$ cat src/rtl/core/acms_pkg.sv
package acms_pkg;

    // Format codes carried on format_code
    localparam logic [2:0] FMT_UNKNOWN = 3'd0;
    localparam logic [2:0] FMT_WAV     = 3'd1;
    localparam logic [2:0] FMT_FLAC    = 3'd2;
    localparam logic [2:0] FMT_OGG     = 3'd3;
    localparam logic [2:0] FMT_OPUS    = 3'd4;
    localparam logic [2:0] FMT_MP3     = 3'd5;

    // Header store and search window geometry
    localparam int unsigned HDR_LEN = 12;
    localparam int unsigned HDR_AW  = 4;
    localparam int unsigned WIN_LEN = 7;

    // Magic tags, first file byte in the most significant position
    localparam logic [31:0] TAG_RIFF  = "RIFF";
    localparam logic [31:0] TAG_WAVE  = "WAVE";
    localparam logic [31:0] TAG_FLAC  = "fLaC";
    localparam logic [31:0] TAG_OGGS  = "OggS";
    localparam logic [23:0] TAG_ID3   = "ID3";
    localparam logic [55:0] TAG_OPUSH = "OpusHea";
    localparam logic [7:0]  TAG_OPUST = "d";
    localparam logic [7:0]  SYNC_BYTE = 8'hFF;
    localparam logic [7:0]  SYNC_MASK = 8'hE0;

    typedef logic [7:0] byte_t;

endpackage

$ cat src/rtl/core/audio_container_magic_sniffer_top.sv
// Audio container magic sniffer.
// Input channel (in_valid / in_stall): one header byte per transfer on
// data_byte, in file order, with final_byte high on the last byte of the
// buffer. Only the first SNIFF_BYTES bytes are examined; later bytes are
// absorbed without effect, but a final mark on them still yields a result.
// Output channel (out_valid / out_stall): one transfer of format_code per
// final byte (0 unknown, 1 wav, 2 flac, 3 ogg, 4 opus, 5 mp3).
// Latency: the code is shown the cycle after the final byte is taken.
// Throughput: one byte per cycle while in_stall is low; the work per byte is
// a handful of byte compares, a shift of the 7-byte window and at most one
// store write, all combinational ahead of the result register.
// The result register holds one code; while it is full and out_stall is
// high, in_stall is raised and the held code stays steady. When the code is
// taken the next byte may be transferred in the same cycle.
// Reset (rst_n low, asynchronous) empties the result register and clears
// the byte count, header store, window and OpusHead flag; the same
// clearing happens after every final byte, so each buffer starts afresh.
module audio_container_magic_sniffer_top #(
    parameter int unsigned SNIFF_BYTES = 64
) (
    input  logic       clk,
    input  logic       rst_n,
    input  logic       in_valid,
    output logic       in_stall,
    input  logic [7:0] data_byte,
    input  logic       final_byte,
    output logic       out_valid,
    input  logic       out_stall,
    output logic [2:0] format_code
);
    import acms_pkg::*;

    localparam int unsigned CW = $clog2(SNIFF_BYTES + 1);

    logic [CW-1:0] byte_count_reg, byte_count_next, count_upd;
    byte_t         header_store_reg [HDR_LEN];
    byte_t         header_store_next[HDR_LEN];
    byte_t         header_upd       [HDR_LEN];
    byte_t         search_window_reg [WIN_LEN];
    byte_t         search_window_next[WIN_LEN];
    byte_t         window_upd        [WIN_LEN];
    logic          opus_seen_reg, opus_seen_next, opus_upd;
    logic          out_valid_reg, out_valid_next;
    logic [2:0]    format_reg, format_next;

    logic          in_acc, out_acc, examine;
    logic [2:0]    fmt_class;
    logic [31:0]   head0, head8;

    assign out_acc  = out_valid_reg && !out_stall;
    assign in_stall = out_valid_reg && out_stall;
    assign in_acc   = in_valid && !in_stall;
    assign examine  = byte_count_reg < CW'(SNIFF_BYTES);

    // Absorb the byte into the sniffing state
    always_comb
    begin
        count_upd  = byte_count_reg;
        header_upd = header_store_reg;
        window_upd = search_window_reg;
        opus_upd   = opus_seen_reg;
        if (examine)
        begin
            if (byte_count_reg < CW'(HDR_LEN))
            begin
                header_upd[byte_count_reg[HDR_AW-1:0]] = data_byte;
            end
            if (byte_count_reg >= CW'(WIN_LEN)
                && {search_window_reg[0], search_window_reg[1], search_window_reg[2],
                    search_window_reg[3], search_window_reg[4], search_window_reg[5],
                    search_window_reg[6]} == TAG_OPUSH
                && data_byte == TAG_OPUST)
            begin
                opus_upd = 1'b1;
            end
            for (int i = 0; i < WIN_LEN - 1; i++)
            begin
                window_upd[i] = search_window_reg[i + 1];
            end
            window_upd[WIN_LEN - 1] = data_byte;
            count_upd = byte_count_reg + CW'(1);
        end
    end

    // Classification on the state including the current byte
    assign head0 = {header_upd[0], header_upd[1], header_upd[2], header_upd[3]};
    assign head8 = {header_upd[8], header_upd[9], header_upd[10], header_upd[11]};

    always_comb
    begin
        priority if (count_upd >= CW'(12) && head0 == TAG_RIFF && head8 == TAG_WAVE)
            fmt_class = FMT_WAV;
        else if (count_upd >= CW'(4) && head0 == TAG_FLAC)
            fmt_class = FMT_FLAC;
        else if (count_upd >= CW'(4) && head0 == TAG_OGGS)
            fmt_class = opus_upd ? FMT_OPUS : FMT_OGG;
        else if (count_upd >= CW'(3) && head0[31:8] == TAG_ID3)
            fmt_class = FMT_MP3;
        else if (count_upd >= CW'(2) && header_upd[0] == SYNC_BYTE
                 && (header_upd[1] & SYNC_MASK) == SYNC_MASK)
            fmt_class = FMT_MP3;
        else
            fmt_class = FMT_UNKNOWN;
    end

    // Next state: hold, absorb, or clear after the final byte
    always_comb
    begin
        byte_count_next    = byte_count_reg;
        header_store_next  = header_store_reg;
        search_window_next = search_window_reg;
        opus_seen_next     = opus_seen_reg;
        out_valid_next     = out_valid_reg && !out_acc;
        format_next        = format_reg;
        if (in_acc)
        begin
            if (final_byte)
            begin
                byte_count_next = '0;
                for (int i = 0; i < HDR_LEN; i++)
                    header_store_next[i] = '0;
                for (int i = 0; i < WIN_LEN; i++)
                    search_window_next[i] = '0;
                opus_seen_next = 1'b0;
                out_valid_next = 1'b1;
                format_next    = fmt_class;
            end
            else
            begin
                byte_count_next    = count_upd;
                header_store_next  = header_upd;
                search_window_next = window_upd;
                opus_seen_next     = opus_upd;
            end
        end
    end

    always_ff @(posedge clk or negedge rst_n)
    begin
        if (!rst_n)
        begin
            byte_count_reg <= '0;
            opus_seen_reg  <= 1'b0;
            out_valid_reg  <= 1'b0;
            for (int i = 0; i < HDR_LEN; i++)
                header_store_reg[i] <= '0;
            for (int i = 0; i < WIN_LEN; i++)
                search_window_reg[i] <= '0;
        end
        else
        begin
            byte_count_reg    <= byte_count_next;
            opus_seen_reg     <= opus_seen_next;
            out_valid_reg     <= out_valid_next;
            header_store_reg  <= header_store_next;
            search_window_reg <= search_window_next;
        end
    end

    always_ff @(posedge clk)
    begin
        format_reg <= format_next;
    end

    assign out_valid   = out_valid_reg;
    assign format_code = format_reg;

`ifndef SYNTHESIS
    a_final_gives_result: assert property (@(posedge clk) disable iff (!rst_n)
        in_acc && final_byte |=> out_valid_reg)
        else $error("final byte gave no result");

    a_final_clears: assert property (@(posedge clk) disable iff (!rst_n)
        in_acc && final_byte |=> byte_count_reg == '0 && !opus_seen_reg)
        else $error("state not cleared after final byte");

    a_count_bound: assert property (@(posedge clk) disable iff (!rst_n)
        byte_count_reg <= CW'(SNIFF_BYTES))
        else $error("byte count beyond window");

    a_count_moves: assert property (@(posedge clk) disable iff (!rst_n)
        in_acc && !final_byte |=> byte_count_reg != '0)
        else $error("byte count did not advance");

    a_code_range: assert property (@(posedge clk) disable iff (!rst_n)
        out_valid_reg |-> format_reg <= FMT_MP3)
        else $error("format code out of range");
`endif

endmodule
$ cat config.mk
export PLATFORM = sky130hd
export DESIGN_NAME = audio_container_magic_sniffer_top
export DESIGN_NICKNAME = d
export VERILOG_FILES = /design/src/rtl/core/acms_pkg.sv /design/src/rtl/core/audio_container_magic_sniffer_top.sv
export SDC_FILE = /design/constraint.sdc
export NUM_CORES = 1
export LEC_CHECK = 0
export BUFFER_PORTS_ARGS = -buffer_cell sky130_fd_sc_hd__clkbuf_2
export CORE_MARGIN = 3
export CORE_UTILIZATION = 35
export CTS_CLUSTER_SIZE = 28
export DETAILED_ROUTE_END_ITERATION = 8
export PLACE_DENSITY = 0.59
export SLEW_MARGIN = 0
export SYNTH_ARGS = -nofsm -noshare
export SYNTH_HDL_FRONTEND = slang
export SYNTH_SLANG_ARGS = --single-unit
$ cat constraint.sdc
create_clock -name clk -period 4.4 [get_ports clk]
set_input_delay 0.88 -clock clk [delete_from_list [all_inputs] [get_ports clk]]
set_output_delay 0.88 -clock clk [all_outputs]
set_load 0.1 [all_outputs]
; ---- Word-level counts from Yosys, hierarchy flattened
; Cells that the tools add are included.
[totals]
register_bits = 164
input_bits = 13
[classes]
add_sub_neg = 1
magnitude_cmp = 9
n_eq_ne = 9
n_mux = 20
n_bitwise = 1
n_reduce_logical = 23
[op_table]
columns = op, count
row1 = two-way mux 96 bit, 3
row2 = == test 32 x 31 -> 1 bit (second input constant), 4
row3 = two-way mux 56 bit, 2
row4 = bitwise mux 96 bit, 1
row5 = == test 56 x 55 -> 1 bit (second input constant), 1
row6 = demux 8 bit (select 4 bit), 1
row7 = == test 24 x 23 -> 1 bit (second input constant), 1
row8 = >= comparator 7 x 2 -> 1 bit (second input constant), 2
row9 = >= comparator 7 x 3 -> 1 bit (second input constant), 2
row10 = logical AND 1 bit, 14
row11 = two-way mux 7 bit, 2
row12 = two-way mux 3 bit, 4
row13 = == test 8 x 7 -> 1 bit (second input constant), 1
row14 = == test 8 bit (second input constant), 1
row15 = two-way mux 8 bit, 1
row16 = adder 7 x 1 -> 7 bit (second input constant), 1
row17 = >= comparator 7 x 4 -> 1 bit (second input constant), 1
row18 = < comparator 7 x 4 -> 1 bit (second input constant), 1
row19 = < comparator 7 bit (second input constant), 1
row20 = >= comparator 5 bit (second input constant), 1
row21 = < comparator 5 x 1 -> 1 bit (second input constant), 1
row22 = two-way mux 1 bit, 5
row23 = inverter 4 -> 5 bit, 1
row24 = AND reduction 2 bit, 2
row25 = 6 further kinds, 9

; ---- Logic depth before layout (Yosys ltp)
[logic_depth]
depth_word = 15
ltp_mapped = 10
ltp_nobuf = 9

; ---- Worst setup path after synthesis
; OpenSTA, ideal clock, no wires.
[synth_path]
path_type = reg-to-reg
startpoint = register byte_count_reg[0]
endpoint = register format_reg[0], in the netlist format_code[0] (data pin)
setup_time_ns = 0.274
arrival_ns = 2.459
slack_ns = 1.667
stages_incl_launch_ff = 10
cell_sequence = dfrtp_1 > inv_1 > ha_1 > nor3b_1 > nand2_2 > mux2i_1 > a2111o_1 > nor4b_4 > a21o_1 > o32ai_1
[synth_between]
elab_chain_cells = 15
word_cells_on_any_way = 41
cone_classes = add/sub (1) / order compare (9) / eq/ne (7) / mux (13) / bitwise (1) / reduce/logical (10)
[synth_rtl]
columns = item, line_no
row1 = start: declaration, audio_container_magic_sniffer_top.sv:35  ; logic [CW-1:0] byte_count_reg, byte_count_next, count_upd;
row2 = start signal: assignment, audio_container_magic_sniffer_top.sv:152  ; byte_count_reg <= byte_count_next;
row3 = inverter 4 -> 5 bit (not written as such), audio_container_magic_sniffer_top.sv:66  ; header_upd[byte_count_reg[HDR_AW-1:0]] = data_byte;
row4 = >= comparator 5 bit (not written as such) or < comparator 5 x 1 -> 1 bit (tied branches), audio_container_magic_sniffer_top.sv:66
row5 = logical AND 1 bit (not written as such), audio_container_magic_sniffer_top.sv:66
row6 = two-way mux 8 bit (not written as such), audio_container_magic_sniffer_top.sv:66
row7 = demux 8 bit (select 4 bit), audio_container_magic_sniffer_top.sv:66
row8 = bitwise mux 96 bit, audio_container_magic_sniffer_top.sv:66
row9 = two-way mux 96 bit, audio_container_magic_sniffer_top.sv:64  ; if (byte_count_reg < CW'(HDR_LEN))
row10 = two-way mux 96 bit, audio_container_magic_sniffer_top.sv:62  ; if (examine)
row11 = == test 8 bit, audio_container_magic_sniffer_top.sv:99  ; else if (count_upd >= CW'(2) && header_upd[0] == SYNC_BYTE
row12 = logical AND 1 bit, audio_container_magic_sniffer_top.sv:99
row13 = logical AND 1 bit, audio_container_magic_sniffer_top.sv:100  ; && (header_upd[1] & SYNC_MASK) == SYNC_MASK)
row14 = two-way mux 3 bit, audio_container_magic_sniffer_top.sv:99
row15 = two-way mux 3 bit, audio_container_magic_sniffer_top.sv:97  ; else if (count_upd >= CW'(3) && head0[31:8] == TAG_ID3)
row16 = two-way mux 3 bit, audio_container_magic_sniffer_top.sv:95  ; else if (count_upd >= CW'(4) && head0 == TAG_OGGS)
row17 = two-way mux 2 bit, audio_container_magic_sniffer_top.sv:93  ; else if (count_upd >= CW'(4) && head0 == TAG_FLAC)
row18 = end signal: assignment, audio_container_magic_sniffer_top.sv:162  ; format_reg <= format_next;
row19 = end: declaration, audio_container_magic_sniffer_top.sv:44  ; logic [2:0] format_reg, format_next;
; Several ways; a longest one is shown, not always the timed one. The select of a mux whose other input is x is not followed.
; A chain may end at the register's enable or synchronous reset.

; ---- Final worst setup path
[layout_path]
startpoint = register byte_count_reg[6]
endpoint = register format_reg[2], in the netlist format_code[2] (data pin)
[layout_between]
elab_chain_cells = 9
word_cells_on_any_way = 34
cone_classes = add/sub (1) / order compare (7) / eq/ne (7) / mux (9) / reduce/logical (10)
[layout_rtl]
columns = item
row1 = "parallel branches: the longest is 9 deep, another holds adder 7 x 1 -> 7 bit"
; Parallel ways; which one is timed is not known. The select of a mux whose other input is x is not followed.

==> qor.yml <==
yosys:
  ys_seq_elements: 132
  synth_nets: 707
  yosysWarnings: 0
  synth-seq-area-share_pct: 48.4
  synthCells: 690
  synth_flop_cell: "dfrtp_1"
  synth_edf_count: 3
  syn_avg_cell_area_um2: 9.94
  synth_area_um2: 6860
  yosysUniqueCellTypes: 78
  async_flop_share_pct: 97.7
routing:
  via_per_inst: 6.02
  first_iter_violations: 615
  vias: 5721
  ant_nets: 0
  drt_wl_total_mm: 19.7
  wl_per_cell_um: 20.7
  firstDrtPassIters: 6
  drc: 0
floorplan:
  initial_utilization_pct: 36.2
  dieWidth_um: 146
  io_pins: 18
  dieArea_um2: 21300
  core_area_um2: 19000
  placementRows: 50
  die_h_um: 146
timing:
  finalCriticalPeriod_ns: 3.45
  fin_crit_sh_pct: 78.4
  drv_slew: 0
  setup_ws_ns: 0.949
  fmax_mhz: 290
  skew_ns: 0.0125
  relSlewSlack_pct: 43.5
  rsz0062_at_grt: "no"
  holdWs_ns: 0.481
  hold_viol: 0
  setup_viol: 0
  max_slew.worst_pin.slew_ns: 0.845
  tns_ns: 0
worst_setup_path:
  crit_fanout: 19
  start_kind: "register"
  endpoint_kind: "register"
  rrSetupSlack_ns: 0.95
  required_ns: 4.56
  crit_arrival_ns: 3.62
  critPathKind: "register to register"
clock_network:
  clk_latency_ns: 0.42
  clock_path_buffers: 2
  clkSinkCount: 132
  postCtsSetupRepairBufs: 0
  cts_tree: "yes"
  numCtsBuffers: 17
  cts-resized-gates: 0
  cts_hold_buf: 0
  clkTransAtPathRegs_ns: 0.06
  htreeDepth: 4
  root_buffer: "clkbuf_16"
status:
  status: "finished, final reports clean"
final_layout:
  fin_nets: 696
  largest_reg_flops: 64
  diodes: 0
  layout-drive-gt1-share_pct: 11.4
  register_area_um2: 3320
  fill_cells: 1809
  syn_to_final_growth_pct: 12.8
  utilization_pct: 40.8
  multiInputGateArea_um2: 3270
job:
  drv_cap: 0
placed_design:
  dp_worst_setup_slack_ns: 0.998
  gp_congestion: 1.03
  place_hpwl_mm: 13.0
  port_buffers: 17
grt:
  antenna_found_initial: 1
  grt_max_degree: 84
  grt_pass1_vias: 5634
  grt_overflow: 0
  grt_pass1_wl_mm: 32.1
  grt.total_usage_pct: 18.9
pwr:
  switchingPower_uw: 1450
  p_total_uw: 4320
  ir_worst_vdd_v: 0.000289
  power_leakage_uw: 0.00324
  sw_frac_of_total_pct: 33.6
  combPwrFrac_pct: 25.4
  clkPwrFrac_pct: 32.8
  powerDensity_nw_per_um2: 559
  p_int_uw: 2870
  seqPwrFrac_pct: 41.8
min_path:
  worst_hold_path_type: "register to register"
## worst max-delay path, cell delays in order, from the launching register on
cell and delay [ns]:
dfrtp_1 0.62, nor3_4 0.68, nand2_1 0.46, or3_1 0.44
a2111o_1 0.44, nor4b_4 0.32, a21o_1 0.17, nor2_1 0.04
## worst paths after layout
check	startpoint	cells past startpoint	endpoint
hold / removal	header_store_reg[68]	2	header_store_reg[68]
setup / recovery	byte_count_reg[6]	7	format_code[2]
max in group asynchronous	rst_n	2	header_store_reg[89]
min in group asynchronous	rst_n	1	search_window_reg[26]
hold reg to reg	header_store_reg[68]	2	header_store_reg[68]
setup reg to reg	byte_count_reg[6]	7	format_code[2]
## layout make-up
class                   count  share of cell area (%)
inverters                  10                   0.485
multi-input cells         490                    42.3
flip-flops and latches    132                    42.9
clock inverters             7                    1.23
clock buffers              24                    6.49
repair buffers             28                    2.36
well taps                 260                    4.21
## stage by stage
stage,cell area (um2),instances
floorplan,6860,690
global placement,7140,920
detailed placement,7140,920
CTS,7730,951
global route,7730,951
finish,7730,951
## cell families after synthesis
| kind of cell | share of synthesized area [%] |
|---|---|
| AO/OA/AOI/OAI | 26.7 |
| AND/OR/NAND/NOR | 18.2 |
| flip-flops | 48.4 |
| buffers and inverters | 4.14 |
| multiplexers | 1.50 |
| adder cells (fa/ha/maj) | 0.876 |
| XOR/XNOR | 0.256 |
## cell usage in the layout (no fill, tap or decap), types with 4 or more instances in the layout
master     instances
and3_1             5
clkbuf_2          16
nand4b_1           4
o21ai_0           71
clkbuf_16         17
a21o_1             5
a22oi_1           57
clkbuf_8           5
a221oi_1           4
inv_1             10
ha_1               4
mux2i_1            8
nand2b_1           8
nand4_1           10
nor4b_1            7
nand2_1           75
nor3_1             7
and2_1             4
o22ai_1            6
a211oi_1           5
buf_4             11
nor4_1             9
a21oi_1           11
nor2_1            26
dfrtp_1          129
nand3_1           19
a22o_1            62
## power by group through the flow
| stage | Combinational [uW] | Sequential (uW) | Clock, uW |
|---|---|---|---|
| 2_1_floorplan | 848 | 1720 | 0 |
| 3_3_place_gp | 1080 | 1800 | 0 |
| 3_5_place_dp | 1090 | 1820 | 0 |
| 4_1_cts | 1100 | 1800 | 1450 |
| 5_1_grt | 1220 | 1850 | 1510 |
| 6_report | 1100 | 1810 | 1420 |
## layer usage
metal / GRT usage, % / part of all wire [%] / up-vias
met4: 8.50 / 3.0 / 2
li1: - / - / 2635
met3: 4.08 / 5.5 / 53
met2: 28.2 / 46 / 202
met1: 26.5 / 46 / 2829
met5: 0 / 0.066 / -
## synth_stat cells, drive strengths merged, types with 4 or more instances
master  number  area share, %
and3         5           0.46
o21ai       72            5.3
o22ai        6           0.55
nand4b       4           0.51
nand2       77            4.3
nand2b       8           0.73
a22oi       58            6.4
buf         10           0.97
dfrtp      129             47
nor4b       10            1.8
nor3b        4           0.58
nand4       10           0.91
or4          4           0.49
nor2        27            1.5
nor4         9           0.82
nor3        10           0.97
a22o        62            7.9
ha           4           0.73
and2         5           0.46
a211oi       5           0.55
a21oi       11           0.80
mux2i        8            1.2
a21o         5           0.55
inv         10           0.55
a221oi       5           0.73
clkbuf      48            2.6
nand3       19            1.4
or3          4           0.44
Power figures use the tool's default switching activity.
